File: src/design/lnc_pkg.sv
// Shared constants, codes and controller/datapath interface types for the
// name cache. No dependencies.
package lnc_pkg;

    localparam int ENTRIES     = 20;
    localparam int KEY_WORDS   = 4;
    localparam int VALUE_WORDS = 4;

    localparam int KMAX    = (KEY_WORDS > VALUE_WORDS) ? KEY_WORDS : VALUE_WORDS;
    localparam int IDX_W   = $clog2(ENTRIES);
    localparam int K_W     = $clog2(KMAX + 1);
    localparam int KADDR_W = $clog2(ENTRIES * KEY_WORDS);
    localparam int VADDR_W = $clog2(ENTRIES * VALUE_WORDS);
    localparam int LEN_W   = $clog2(VALUE_WORDS * 8 + 1);
    localparam int SUM_W   = 13;
    localparam int MC_W    = 7;
    localparam int MC_MAX  = 64;
    localparam int MC_RESET = 33;

    typedef logic [1:0] kind_t;
    localparam kind_t KIND_KEY   = 2'd0;
    localparam kind_t KIND_FILL  = 2'd1;
    localparam kind_t KIND_CLEAR = 2'd2;

    typedef logic [1:0] res_t;
    localparam res_t RES_HIT  = 2'd0;
    localparam res_t RES_MISS = 2'd1;
    localparam res_t RES_ACK  = 2'd2;

    typedef enum logic [3:0] {
        ST_IDLE, ST_DISPATCH, ST_SCAN, ST_KRD, ST_KCK, ST_VRD, ST_VCK,
        ST_ERD, ST_EMIT, ST_MISS, ST_ACK, ST_VICT, ST_WRITE
    } state_t;

    typedef struct packed {
        logic take;
        logic idx_rst;
        logic idx_inc;
        logic k_rst;
        logic k_inc;
        logic len_rst;
        logic len_acc;
        logic promote;
        logic emit_hit;
        logic emit_miss;
        logic emit_ack;
        logic write_word;
        logic commit;
    } cmd_t;

    typedef struct packed {
        kind_t kind;
        logic  last;
        logic  key_tl;
        logic  fill_ok;
        logic  cand;
        logic  idx_last;
        logic  key_eq;
        logic  k_last_key;
        logic  k_last_val;
        logic  k_last_emit;
        logic  k_last_wr;
        logic  rank_oldest;
        logic  out_free;
    } sts_t;

endpackage

File: src/design/lnc_ctrl.sv
// Sequencing state machine of the name cache.
// Depends on lnc_pkg; drives lnc_dp through cmd_t, reads sts_t.
module lnc_ctrl (
    input  logic          aclk,
    input  logic          aresetn,
    input  logic          s_tvalid,
    output logic          s_tready,
    input  lnc_pkg::sts_t sts,
    output lnc_pkg::cmd_t cmd
);
    import lnc_pkg::*;

    state_t state_reg, state_next;

    always_ff @(posedge aclk) begin
        if (!aresetn) begin
            state_reg <= ST_IDLE;
        end else begin
            state_reg <= state_next;
        end
    end

    always_comb begin
        state_next = state_reg;
        unique case (state_reg)
            ST_IDLE: begin
                if (s_tvalid) state_next = ST_DISPATCH;
            end
            ST_DISPATCH: begin
                if (sts.kind == KIND_KEY && sts.last) begin
                    state_next = sts.key_tl ? ST_MISS : ST_SCAN;
                end else if (sts.kind == KIND_FILL && sts.last) begin
                    state_next = sts.fill_ok ? ST_VICT : ST_ACK;
                end else if (sts.kind == KIND_CLEAR) begin
                    state_next = ST_ACK;
                end else begin
                    state_next = ST_IDLE;
                end
            end
            ST_SCAN: begin
                if (sts.cand) state_next = ST_KRD;
                else if (sts.idx_last) state_next = ST_MISS;
            end
            ST_KRD: state_next = ST_KCK;
            ST_KCK: begin
                if (!sts.key_eq) state_next = sts.idx_last ? ST_MISS : ST_SCAN;
                else if (sts.k_last_key) state_next = ST_VRD;
                else state_next = ST_KRD;
            end
            ST_VRD: state_next = ST_VCK;
            ST_VCK: state_next = sts.k_last_val ? ST_ERD : ST_VRD;
            ST_ERD: state_next = ST_EMIT;
            ST_EMIT: begin
                if (sts.out_free) state_next = sts.k_last_emit ? ST_IDLE : ST_ERD;
            end
            ST_MISS: begin
                if (sts.out_free) state_next = ST_IDLE;
            end
            ST_ACK: begin
                if (sts.out_free) state_next = ST_IDLE;
            end
            ST_VICT: begin
                if (sts.rank_oldest || sts.idx_last) state_next = ST_WRITE;
            end
            ST_WRITE: begin
                if (sts.k_last_wr) state_next = ST_ACK;
            end
            default: state_next = ST_IDLE;
        endcase
    end

    always_comb begin
        cmd      = '0;
        s_tready = 1'b0;
        unique case (state_reg)
            ST_IDLE: begin
                s_tready = 1'b1;
                cmd.take = s_tvalid;
            end
            ST_DISPATCH: begin
                cmd.idx_rst = 1'b1;
            end
            ST_SCAN: begin
                cmd.k_rst   = sts.cand;
                cmd.idx_inc = !sts.cand && !sts.idx_last;
            end
            ST_KRD: begin
            end
            ST_KCK: begin
                cmd.idx_inc = !sts.key_eq && !sts.idx_last;
                cmd.k_inc   = sts.key_eq && !sts.k_last_key;
                cmd.k_rst   = sts.key_eq && sts.k_last_key;
                cmd.len_rst = sts.key_eq && sts.k_last_key;
                cmd.promote = sts.key_eq && sts.k_last_key;
            end
            ST_VRD: begin
            end
            ST_VCK: begin
                cmd.len_acc = 1'b1;
                cmd.k_rst   = sts.k_last_val;
                cmd.k_inc   = !sts.k_last_val;
            end
            ST_ERD: begin
            end
            ST_EMIT: begin
                cmd.emit_hit = sts.out_free;
                cmd.k_inc    = sts.out_free && !sts.k_last_emit;
            end
            ST_MISS: begin
                cmd.emit_miss = sts.out_free;
            end
            ST_ACK: begin
                cmd.emit_ack = sts.out_free;
            end
            ST_VICT: begin
                cmd.k_rst   = sts.rank_oldest || sts.idx_last;
                cmd.idx_inc = !(sts.rank_oldest || sts.idx_last);
            end
            ST_WRITE: begin
                cmd.write_word = 1'b1;
                cmd.k_inc      = !sts.k_last_wr;
                cmd.commit     = sts.k_last_wr;
            end
            default: begin
            end
        endcase
    end

endmodule

File: config.mk
export PLATFORM = sky130hd
export DESIGN_NAME = lnc_ctrl
export DESIGN_NICKNAME = d
export VERILOG_FILES = /design/src/design/lnc_pkg.sv /design/src/design/lnc_ctrl.sv
export SDC_FILE = /design/constraint.sdc
export NUM_CORES = 1
export LEC_CHECK = 0
export BUFFER_PORTS_ARGS = -buffer_cell sky130_fd_sc_hd__buf_2
export CAP_MARGIN = 15
export CORE_UTILIZATION = 45
export CTS_CLUSTER_DIAMETER = 100
export CTS_CLUSTER_SIZE = 12
export DETAILED_ROUTE_END_ITERATION = 8
export GPL_TIMING_DRIVEN = 0
export PLACE_DENSITY = 0.76
export SLEW_MARGIN = 20
export SYNTH_ARGS = -nofsm -noshare
export SYNTH_HDL_FRONTEND = slang
export SYNTH_SLANG_ARGS = --single-unit
File: constraint.sdc
create_clock -name aclk -period 1.96 [get_ports aclk]
set_input_delay 0.392 -clock aclk [delete_from_list [all_inputs] [get_ports aclk]]
set_output_delay 0.392 -clock aclk [all_outputs]
set_load 0.01 [all_outputs]
==> results.md <==
* Outcome: finished, final reports clean
* Fin Clk Skew at 1.26 ps
* Flops & latches, synth at 4
* Slew Limit Headroom at 74.1%
* Grt ovf at 0
* Mux contribution to synthesized area at 8.61%
* Max reg flops at 4
* R2R Setup Slk at 190 ps
* Vias in the first global route at 800
* DR vias/cell at 6.21
* Initial antenna violation count at 0
* Root Driver: clkbuf_4
* Port Buffers at 30
* WL per Instance at 15.6 microns
* VDD IR max at 0.554 mV
* Antenna diodes at 0
* Synth-to-Final Area Change at 47.7%
* Post-layout power at about 1.3 mW
* Syn Area/Cell at 7.49 sq um
* EDFF count, synth at 0
* Sequential share of the synthesized area at 11.0%
* Max Cap Violations at 0
* Initial Util at a little under 50%
* First-pass GRT wire length at 3480 microns
* Ys flop type: dfxtp_1
* Synthesized area at 727 sq um
* Hpwl dp at 1570 microns
* Leak at 0.493 nW
* Largest family of logic cells by synthesized area: simple AND/OR/NAND/NOR gates
* WS Path Type: reg2out
* Core area at about 1500 sq um
* Post-Synth Adder-Cell Area at 0%
* Fin util at 71.3%
* Yosys top cell by area: dfxtp_1
* Maximum clock rate at 522 MHz
* Fill count at 117
* Post-synthesis cell count at 97
* Slew @ Worst Pin at around 390 ps
* Setup-failing EPs final at 0
* Routed Antenna Nets at 0
* Top cell type's share of synthesized area at 11.0%
* H-tree levels at 1
* Synth Area in Simple Gates at 43.2%
* Synth Area in XOR/XNOR at 1.20%
* GRT Total Usage at 25.0%
* Die Area at 1780 sq um
* Worst endpoint required time at 1570 ps
* Final worst-path cycle share at a little over nine tenths
* Worst skew pair latency at 240 ps
* Rows at 14
* Clock slew at reported path FFs at around 40 ps
* Startpoint Class: register
* Hold Crit Class: in2reg
* Reg2Reg Depth at 7
* Maximum root-to-sink buffer count at 2
* RSZ-0062 raised after global routing: false
* Most common cell after layout, fill and taps aside: buf_2
* Yosys warning count at 0
* Pwr Density at 1250 nW/um^2
* Commonest cells after routing, fill and taps aside: 30 x buf_2, 11 x buf_4, 10 x nor2_1
* Nets at around 160
* Via Count at 963
* Synth cell types at 46
* Drt first pass iters at 5
* Arr. time, crit path at 1520 ps
* Iter 0 DRT Violations at 65
* Compound-Gate Fraction of Synth Area at 26.7%
* Clk sink count at 4
* Pins Over Slew Limit at 0
* Remaining DRCs at 0
* # IOs at 31
* GPL Wtd Cong at 0.865
* Mapped Nets at 114
* CTS Buf Count at 3
* CTS tree: built
* Hold_buf cts at 0
* Layout cells sized above 1 at 49.6%
* Hold Crit Depth at 2
* Fin. Hold Viols at 0
* Asr flop ratio synth at 0%
* Final wirelength at 2420 microns
* CP max FO at 10
* Synth top area cells: dfxtp_1 11%, nor2_1 5.7%, mux2i_1 5.5%
* Largest net degree at the start of global routing at 11
* Crit end category: primary output
* Die height at around 42 microns
* Minimum clock period at 1920 ps
* DIE WIDTH at about 42 microns
-- final timing paths --
check | start | end
setup / recovery | state_reg[3]$_SDFFE_PN0P_ | cmd[9]
hold / removal | aresetn | state_reg[2]$_SDFFE_PN0P_
setup reg to reg | state_reg[2]$_SDFFE_PN0P_ | state_reg[0]$_SDFFE_PN0P_
hold reg to reg | state_reg[1]$_SDFFE_PN0P_ | state_reg[1]$_SDFFE_PN0P_
-- repair_timing --
item / 4_1_cts / 5_1_grt
resized for setup: 11 / 14
endpoints found under the setup margin: 10 / 8
gates cloned: 0 / 1
setup buffers: 0 / 9
pin swaps: 1 / 3
-- cell type report --
cell class | instances | area [sq um] | share of cell area [%]
multi-input cells | 81 | 599 | 55.8
plain buffers | 9 | 95.1 | 8.86
well taps | 16 | 20.0 | 1.86
clock buffers | 3 | 22.5 | 2.10
flip-flops and latches | 4 | 86.3 | 8.04
repair buffers | 40 | 243 | 22.6
inverters | 2 | 7.51 | 0.699
-- worst max-delay path, cell delays in order (launching register included) --
cell and delay [ps]:
dfxtp_2 340, buf_6 140, or3b_1 380, or2_0 210, nand3b_1 80, buf_2 130
-- synthesized netlist by cell type (3+ instances only) --
cell	instances
nor3_1	5
nand2b_1	3
mux2i_1	4
o21ai_0	3
clkbuf_1	3
dfxtp_1	4
nand2_1	6
a31oi_1	3
a32o_1	3
nor2_1	11
buf_2	3
a21oi_1	4
-- power by group --
| part | switching, mW | internal (mW) |
|---|---|---|
| Sequential | 0.0301 | 0.121 |
| Combinational | 0.534 | 0.546 |
| Clock | 0.0403 | 0.0689 |
| Total | 0.605 | 0.735 |
-- layer usage --
| layer | track usage (%) | routed length [microns] | vias up |
|---|---|---|---|
| met3 | 3.02 | 223 | 10 |
| met4 | 11.9 | 50 | 0 |
| met2 | 41.8 | 1240 | 61 |
| met1 | 31.5 | 906 | 437 |
| li1 | - | - | 455 |
| met5 | 0 | 0 | - |
-- cells by family after synthesis --
group / after synthesis
compound gates: 25
buf+inv: 12
mux: 6
simple gates: 49
flops: 4
xor+xnor: 1
-- stage by stage --
step | instances | cell area, sq um | worst slack, ps | setup TNS [ps] | hold WS (ps)
after CTS | 146 | 948 | 1.95 | 0 | 455
after detailed placement | 143 | 897 | -22.2 | -22.2 | 706
after global routing | 155 | 1070 | 4.00 | 0 | 463
after floorplan | 97 | 727 | 157 | 0 | 518
after global placement | 143 | 897 | 5.38 | 0 | 696
final | 155 | 1070 | 43.3 | 0 | 472
No activity file was read; power rests on OpenSTA's default activity.
